$ cat config.mk
export PLATFORM = sky130hd
export DESIGN_NAME = ctw_ctrl
export DESIGN_NICKNAME = d
export VERILOG_FILES = /design/src/sv/ctw_pkg.sv /design/src/sv/ctw_ctrl.sv
export SDC_FILE = /design/constraint.sdc
export NUM_CORES = 1
export LEC_CHECK = 0
export ABC_AREA = 0
export BUFFER_PORTS_ARGS = -buffer_cell sky130_fd_sc_hd__buf_2
export CAP_MARGIN = 15
export CORE_AREA = 2 2 39 41
export CTS_BUF_LIST = sky130_fd_sc_hd__clkbuf_8
export DETAILED_ROUTE_END_ITERATION = 6
export DIE_AREA = 0 0 41 43
export PLACE_DENSITY = 0.68
export SLEW_MARGIN = 10
export SYNTH_ARGS = -nofsm -noshare
export SYNTH_HDL_FRONTEND = slang
export SYNTH_SLANG_ARGS = --single-unit
$ cat constraint.sdc
create_clock -name clk -period 1.7 [get_ports clk]
set_input_delay 0.17 -clock clk [delete_from_list [all_inputs] [get_ports clk]]
set_output_delay 0.17 -clock clk [all_outputs]
set_load 0.05 [all_outputs]
$ cat src/sv/ctw_pkg.sv
package ctw_pkg;

    localparam int TABLE_ENTRIES_DEF = 64;

    localparam int KIND_W   = 2;
    localparam int INDEX_W  = 6;
    localparam int ADDR_W   = 32;
    localparam int PORT_W   = 16;
    localparam int WILD_W   = 2;

    localparam logic [KIND_W-1:0] KIND_LOOKUP = 2'd0;
    localparam logic [KIND_W-1:0] KIND_WRITE  = 2'd1;
    localparam logic [KIND_W-1:0] KIND_CLEAR  = 2'd2;

    // best-match wildcard count meaning "nothing matched yet"
    localparam logic [WILD_W-1:0] WILD_NONE = 2'd3;

    typedef struct packed {
        logic [ADDR_W-1:0] local_addr;
        logic [PORT_W-1:0] local_port;
        logic [ADDR_W-1:0] foreign_addr;
        logic [PORT_W-1:0] foreign_port;
    } entry_t;

    localparam int ENTRY_W = $bits(entry_t);

    typedef struct packed {
        logic wr_en;    // write entry from the request ports
        logic clr_en;   // clear the valid bit of an entry
        logic load;     // capture a lookup request, reset the best match
        logic rd_en;    // read one table entry for comparison
    } ctw_cmd_t;

endpackage

$ cat src/sv/ctw_ctrl.sv
module ctw_ctrl #(
    parameter int TABLE_ENTRIES = ctw_pkg::TABLE_ENTRIES_DEF
) (
    input  logic                             clk,
    input  logic                             rst_n,
    input  logic                             start,
    input  logic [ctw_pkg::KIND_W-1:0]       kind,
    output logic                             busy,
    output logic                             done,
    output ctw_pkg::ctw_cmd_t                cmd,
    output logic [$clog2(TABLE_ENTRIES)-1:0] rd_addr
);

    import ctw_pkg::*;

    localparam int IDX_W = $clog2(TABLE_ENTRIES);
    localparam logic [IDX_W-1:0] LAST_IDX = IDX_W'(TABLE_ENTRIES - 1);

    localparam logic [1:0] ST_IDLE  = 2'd0;
    localparam logic [1:0] ST_SCAN  = 2'd1;
    localparam logic [1:0] ST_DRAIN = 2'd2;
    localparam logic [1:0] ST_DONE  = 2'd3;

    logic [1:0]       state_reg, state_next;
    logic [IDX_W-1:0] scan_cnt_reg, scan_cnt_next;
    logic             accept;

    assign accept = start && (state_reg == ST_IDLE);

    always_comb
    begin
        state_next    = state_reg;
        scan_cnt_next = scan_cnt_reg;
        case (state_reg)
            ST_IDLE:
            begin
                if (accept && (kind == KIND_LOOKUP))
                begin
                    state_next    = ST_SCAN;
                    scan_cnt_next = '0;
                end
            end
            ST_SCAN:
            begin
                if (scan_cnt_reg == LAST_IDX)
                begin
                    state_next = ST_DRAIN;
                end
                else
                begin
                    scan_cnt_next = scan_cnt_reg + 1'b1;
                end
            end
            ST_DRAIN:
            begin
                state_next = ST_DONE;
            end
            ST_DONE:
            begin
                state_next = ST_IDLE;
            end
            default:
            begin
                state_next = ST_IDLE;
            end
        endcase
    end

    always_ff @(posedge clk or negedge rst_n)
    begin
        if (!rst_n)
        begin
            state_reg    <= ST_IDLE;
            scan_cnt_reg <= '0;
        end
        else
        begin
            state_reg    <= state_next;
            scan_cnt_reg <= scan_cnt_next;
        end
    end

    always_comb
    begin
        cmd.wr_en  = accept && (kind == KIND_WRITE);
        cmd.clr_en = accept && (kind == KIND_CLEAR);
        cmd.load   = accept && (kind == KIND_LOOKUP);
        cmd.rd_en  = (state_reg == ST_SCAN);
    end

    assign rd_addr = scan_cnt_reg;
    assign busy    = (state_reg != ST_IDLE);
    assign done    = (state_reg == ST_DONE);

    a_done_single: assert property (@(posedge clk) disable iff (!rst_n)
        done |=> !done)
        else $error("result strobe held for more than one cycle");

    a_lookup_busy: assert property (@(posedge clk) disable iff (!rst_n)
        (start && !busy && (kind == KIND_LOOKUP)) |=> (busy && !done))
        else $error("lookup accepted without starting a scan");

    a_no_result_for_write: assert property (@(posedge clk) disable iff (!rst_n)
        (start && !busy && (kind != KIND_LOOKUP)) |=> !busy)
        else $error("write or clear left the controller busy");

    a_scan_start: assert property (@(posedge clk) disable iff (!rst_n)
        cmd.load |=> (cmd.rd_en && (rd_addr == '0)))
        else $error("scan did not begin at entry zero");

endmodule

# Word-level counts from Yosys, hierarchy flattened
# Index checks and enable logic that the tools add are counted.
# op_classes
addsub	1
eq_ne	9
n_mux	6
n_reduce_logical	10
# ops
operator	count
6-bit 2-to-1 mux	2
6-bit case mux with 2 select lines	1
2-bit case mux with 4 select lines	1
6-bit by 1-bit adder with 6-bit output (second input constant)	1
2-bit equality test (second input constant)	3
6-bit equality test (second input constant)	1
2-bit by 1-bit equality test with 1-bit output (second input constant)	2
1-bit logical AND	4
2-bit zero test	2
2-bit 2-to-1 mux	2
2-bit != test (second input constant)	2
2-bit nonzero test	2
3-bit AND reduction	1
2-bit by 1-bit != test with 1-bit output (second input constant)	1
2-bit AND reduction	1
# word_totals
reg_bits	8
input_bits	5
out_inout_bits	12
wordCells	28

# Longest topological paths before layout
# Gate-level depths: netlist (run 1).
# logic_depth
depth_word	5
ltp_mapped	7
ltp_nobuf	6

# Least setup slack after synthesis (run 1)
# OpenSTA, ideal clock, no wires.
# synth_timing
path_type	register -> output
from	register state_reg[0]
to	output cmd[2] (netlist bit)
arrival_time_ps	1904
t_required_ps	1530
setup_slack_ps	-374
path_stages_with_launch	5
n_path_buf	0
cell_sequence	dfrtp_1 -> inv_1 -> ha_1 -> nand2_1 -> nor3b_1
# synth_lines
item	line_no	rtl
start: declaration	ctw_ctrl.sv:24	logic [1:0] state_reg, state_next;
start signal: assignment	ctw_ctrl.sv:78	state_reg <= state_next;
end: declaration	ctw_ctrl.sv:10	output ctw_pkg::ctw_cmd_t cmd,

==> results.md, run 1 <==
- Status: finished, final reports clean
- Largest net degree at the start of global routing: 13
- Initial Util: 41.0%
- Synthesized Nets: 71
- Row count: 14
- DP Area: between 600 and 700 sq um
- Commonest cells in the netlist: 8 x dfrtp_1, 8 x nand2_1, 7 x a21oi_1, 6 x ha_1
- Non-Filler Instances: between 90 and 100
- TritonCTS clock tree: done
- Antenna-violating nets left: 0
- Routed vias: around 530
- Gp weighted congestion: 0.755
- IO Pins: 17
- Critical path's slowest cell: dfrtp_1
- Drt wl/cell: 13.2 um
- Actual slew at the worst max-slew pin: 256 ps
- Post-CTS Setup Inserts: 0
- Gr usage total: 17.9%
- Wire length of the first global-routing pass: 2070 um
- Sw Share: a little under a fifth
- DP HPWL: 1010 um
- Placed instance count: 92
- Seq pwr share: 44.0%
- Combinational Power Share: 3.3%
- Leak: 0.000358 uW
- Routed WL: 1280 um
- Cell types occupying the most area after synthesis: dfrtp_1 35%, ha_1 13%, a21oi_1 6.2%, nand2_1 5.3%, o211ai_2 4.4%
- R2r setup slk: 130 ps
- Seq/Total Area, Yosys: a little over a third
- GR Overflow Total: 0
- Prevailing post-synth register cell: dfrtp_1
- Average vias per placed instance: 5.43
- Arr. time, crit path: 1450 ps
- H-Tree Depth: 1
- Die Width: 41 um
- Pre-CTS WS: 36.5 ps
- CTS Buf Count: 3
- Pwr per Cell Area: 578 nW/um^2
- R2r endpoint: rd_addr[4]
- Initial antenna violation count: 0
- CTS Sinks: 8
- Nets: between 90 and 100
- Post-synth top area cell: dfrtp_1
- Crit path time final: 1620 ps
- Max-cap violations: 0
- Reg2reg start: state_reg[1]
- Chip height: 43 um
- Worst Reg-to-Reg Cells: 6
- Die Area: 1760 sq um
- Worst-Skew Late Latency: 230 ps
- Core ar.: 1380 sq um
- Synth Cell Area: 568 sq um
- FMAX: 619 MHz
- Highest net fanout along the worst path: 4
- YS warnings: 0
- Clk slew on worst S/H paths: 40 ps
- Final hold vios: 0
- Post-synthesis register bit count: 8
- Post-synth top area share: between 30% and 40%
- Initial DRC Count: 19
- Int Pwr: 355 uW
- Worst setup EP type: output pin
- CP Cell Sequence: inv_1 -> ha_1 -> and4bb_4 -> buf_2
- # DRC: 0
- Switching pwr: around 81 uW
- Post-synth EDFFs: 0
- Ant diodes: 0
- 1st-pass router iterations: 4
- Critical path startpoint category: flop
- Hold Slack: around 310 ps
- Setup violators final: 0
- CTS root buffer: clkbuf_8
- Relative slew margins: 82.8%
- Layout cells sized above 1: approximately 41%
- Critical path type: reg2out
- Worst ir drop on vdd: 0.000625 V
- Vias in the first global route: 497
- Max-slew violations: 0
- Final period util: between 90% and 100%
- Synth cell types: 22
- Max FFs per register: 6
- Max stage delay on crit path: 370 ps
- Async SR Flop Fraction: 100%
- Post-route setup slack: 84.8 ps
- Critical Path RT: 1530 ps
- CTS max path bufs: 2
- Worst Hold Class: in2async
- P&R area growth vs syn: 32.6%
- Clk network pwr share: 52.7%
- Post-route cell area: 753 sq um
- Port bufs: 16
- Worst Clk Skew: 5.68 ps
- Syn Inst Count: 60
- Syn_area_per_cell: 9.47 sq um
[cells by family (layout without fill, tap and decap cells)]
family / Yosys count / in the layout / synth area share (%)
and+or+nand+nor: 21 / 21 / 21.4
AOI/OAI and AO/OA: 18 / 18 / 20.9
DFF: 8 / 8 / 35.2
adders and majority gates: 6 / 6 / 13.2
buffers and inverters: 5 / 26 / 4.84
muxes: 2 / 2 / 4.40
[worst max-delay path by stage]
stage / from / end
after CTS: state_reg[1] / cmd[2]
final: state_reg[0] / cmd[1]
after detailed placement: state_reg[1] / rd_addr[1]
after global routing: state_reg[0] / cmd[2]
after global placement: state_reg[1] / rd_addr[4]
after floorplan: state_reg[0] / state_reg[1]
[critical path, delay by kind of cell, from the launching register on]
family | cells | cell delay, ps
adders and majority gates | 1 | 210
buffers and inverters | 2 | 380
DFF | 1 | 370
and+or+nand+nor | 1 | 250
[placed cells by master (no fill, tap or decap), drive strengths merged, types with 3 or more instances in the layout]
cell and count:
a21oi 7, buf 18, clkbuf 3, dfrtp 8, ha 6, inv 4, nand2 8, nand3 3
nor3b 3, o21ai 6
[repair_timing]
| action | 4_1_cts | 5_1_grt |
|---|---|---|
| endpoints found under the hold margin | 8 | 0 |
| setup endpoints to repair | 0 | 9 |
| gates resized for setup | 0 | 6 |
| hold buffers | 1 | 0 |
[power by group through the flow]
| stage | Combinational (uW) | Clock [uW] | Sequential, uW |
|---|---|---|---|
| CTS | 15.0 | 240 | 191 |
| finish | 14.5 | 229 | 191 |
| floorplan | 2.54 | 0 | 194 |
| global route | 17.0 | 255 | 191 |
| global placement | 12.8 | 0 | 194 |
| detailed placement | 13.2 | 0 | 194 |
[per-stage QoR]
step | utilization (%) | TNS [ps] | total power [uW]
after detailed placement | 50.0 | 0 | 207
after CTS | 54.0 | 0 | 446
after floorplan | - | -0.113 | 196
final | 54.4 | 0 | 435
after global routing | 54.4 | -0.815 | 463
after global placement | 50.0 | 0 | 207
[cell type report]
cell class	instances	area, sq um
Fill cell	127	631
Multi-Input combinational cell	47	364
Sequential cell	8	203
Timing Repair Buffer	19	110
Clock buffer	3	41.3
Tap cell	16	20.0
Inverter	3	11.3
Clock inverter	1	3.75
[metal layers]
| layer | vias up | part of all wire [%] | track usage, % |
|---|---|---|---|
| met5 | - | 0 | 0 |
| met4 | 0 | 0 | 4.67 |
| met3 | 0 | 6.5 | 9.42 |
| met2 | 21 | 52 | 28.1 |
| met1 | 248 | 41 | 20.5 |
| li1 | 258 | - | - |
(Power assumes the default switching activity.)
==> run 2: changes to the inputs <==
--- a/config.mk
+++ b/config.mk
@@ -12,7 +12,9 @@
 export CTS_BUF_LIST = sky130_fd_sc_hd__clkbuf_8
 export DETAILED_ROUTE_END_ITERATION = 6
 export DIE_AREA = 0 0 41 43
-export PLACE_DENSITY = 0.68
+export GPL_TIMING_DRIVEN = 0
+export PLACE_DENSITY = 0.71
+export SETUP_SLACK_MARGIN = 0.1
 export SLEW_MARGIN = 10
 export SYNTH_ARGS = -nofsm -noshare
 export SYNTH_HDL_FRONTEND = slang
==> constraint.sdc (replaced) <==
create_clock -name clk -period 1.3 [get_ports clk]
set_input_delay 0.13 -clock clk [delete_from_list [all_inputs] [get_ports clk]]
set_output_delay 0.13 -clock clk [all_outputs]
set_load 0.05 [all_outputs]
==> run 2 against run 1 <==
Compared with the run above:
- the flow now finishes with violations (setup timing)
- design area increased by 25%
- non-clock buffer count grew 9
- clock power rose by 36%
- sequential power grew 31%
- critical path type unchanged
- setup slack got worse by 290 ps
- via count is 8.2% higher
- first-iteration DRC count is 42% lower
- global-route usage is essentially flat
==> results.md, run 2 (same netlist as run 1, synthesis figures left out) <==
- CP Launch Point: state_reg[1]
- Actual slew at the worst max-slew pin: 388 ps
- Ant diodes: 0
- Arr. time, crit path: 1370 ps
- RSZ-0062 raised after global routing: true
- CTS Buf Count: 3
- Die Width: 41 um
- Worst-Skew Late Latency: roughly 240 ps
- Final hold vios: 0
- Largest net degree at the start of global routing: 11
- P&R area growth vs syn: 66.3%
- Relative slew margins: 74.1%
- Post-route cell area: 945 sq um
- Final period util: 116%
- Chip height: 43 um
- R2r setup slk: -190 ps
- Most common cell after layout, fill and taps aside: buf_2
- IO Pins: 17
- Vias in the first global route: around 530
- Max FFs per register: 6
- Port bufs: 16
- FMAX: 665 MHz
- Most frequent cells in the layout: 10 x buf_2, 9 x buf_4, 7 x buf_6
- Routed vias: 570
- Critical path startpoint category: flop
- Worst Clk Skew: 14.5 ps
- Switching pwr: 118 uW
- Critical Path RT: about 1200 ps
- Int Pwr: 465 uW
- Worst Reg-to-Reg Cells: 7
- Seq pwr share: 42.8%
- Nets: 102
- Drt wl/cell: roughly 14 um
- DP HPWL: 957 um
- Clk slew on worst S/H paths: 50 ps
- Initial DRC Count: 11
- Antenna-violating nets left: 0
- Crit path time final: 1500 ps
- Gp weighted congestion: 0.743
- Pwr per Cell Area: a little over 600 nW/um^2
- # DRC: 0
- Power Total: 583 uW
- DP Area: 736 sq um
- Layout cells sized above 1: 61.1%
- Combinational Power Share: 3.7%
- Wire length of the first global-routing pass: 2150 um
- Status: finished with violations
- R2r endpoint: rd_addr[5]
- Initial antenna violation count: 0
- H-Tree Depth: 1
- Gr usage total: 17.9%
- Post-route setup slack: -204 ps
- TritonCTS clock tree: done
- Max-slew violations: 0
- Post-layout util: 68.3%
- Routed WL: around 1500 um
- Average vias per placed instance: 5.38
- Sw Share: 20.3%
- Core ar.: 1380 sq um
- CTS max path bufs: 2
- Setup violators final: 12
- Highest net fanout along the worst path: 3
- Die Area: 1760 sq um
- 1st-pass router iterations: 4
- Max-cap violations: 0
- Filler instances: 107
- Critical path type: reg2out
- Reg2reg start: state_reg[1]
- Worst ir drop on vdd: 0.000680 V
- Row count: 14
- Clk network pwr share: a little over half
- Failing checks: setup timing
- CTS Sinks: 8
- CP Capture Point: cmd[2]
- Initial Util: 41.0%
- GR Overflow Total: 0
- Worst setup EP type: output pin
- Leak: 0.000418 uW
- CTS root buffer: clkbuf_8
- Worst Hold Class: in2async
run 2: cell types whose count changed in the layout (fill, tap and decap cells not counted), moves of 3 or more:
cell and change:
buf_4 +5, buf_6 +7, buf_2 -4, ha_1 -3
run 2: area by class of cell:
type / count / area [sq um] / area share [%]
Sequential cell: 8 / 204 / 21.6
Timing Repair Buffer: 26 / 199 / 21.1
Clock buffer: 3 / 41.3 / 4.37
Buffer: 2 / 22.5 / 2.38
Clock inverter: 1 / 3.75 / 0.397
Multi-Input combinational cell: 47 / 439 / 46.5
Tap cell: 16 / 20.0 / 2.12
Inverter: 3 / 15.0 / 1.59
run 2: layer usage:
metal / track usage, % / share of wire (%) / up-vias
li1: - / - / 276
met1: 20.8 / 42 / 279
met2: 30.0 / 54 / 15
met3: 6.28 / 3.9 / 0
met4: 4.00 / 0 / 0
met5: 0 / 0 / -
run 2: through the flow:
step / cells / worst slack [ps] / hold WS [ps] / TNS (ps)
2_1_floorplan: 60 / -342 / -166 / -2720
3_3_place_gp: 92 / -225 / -19.7 / -1630
3_5_place_dp: 92 / -252 / -17.2 / -1900
4_1_cts: 101 / -186 / 271 / -1840
5_1_grt: 106 / -265 / 296 / -2590
6_report: 106 / -204 / 265 / -1790
run 2: repair_timing:
item                                   CTS  global route
endpoints found under the hold margin    8             0
setup buffers                            4             5
pin swaps                                6             0
resized for setup                       16            10
hold buffers                             1             0
setup endpoints to repair               14            14
run 2: worst min path at each step:
stage	endpoint	slack, ps	from
2_1_floorplan	rd_addr[0]	-170	rst_n
3_3_place_gp	rd_addr[2]	-20	rst_n
3_5_place_dp	rd_addr[2]	-20	rst_n
4_1_cts	rd_addr[2]	270	rst_n
5_1_grt	rd_addr[2]	300	rst_n
6_report	rd_addr[2]	270	rst_n
run 2: worst max-delay path, stage by stage (launching register included):
cell	delay, ps
dfrtp_1	400
inv_2	110
ha_4	170
nand2_2	80
nor3b_2	200
buf_6	190
run 2: power groups by stage:
| stage | Clock (uW) | Combinational [uW] | Sequential (uW) |
|---|---|---|---|
| final | 312 | 21.5 | 250 |
| after global routing | 333 | 23.7 | 250 |
| after CTS | 314 | 21.1 | 250 |
| after detailed placement | 0 | 18.6 | 254 |
| after global placement | 0 | 18.0 | 254 |
| after floorplan | 0 | 4.17 | 254 |
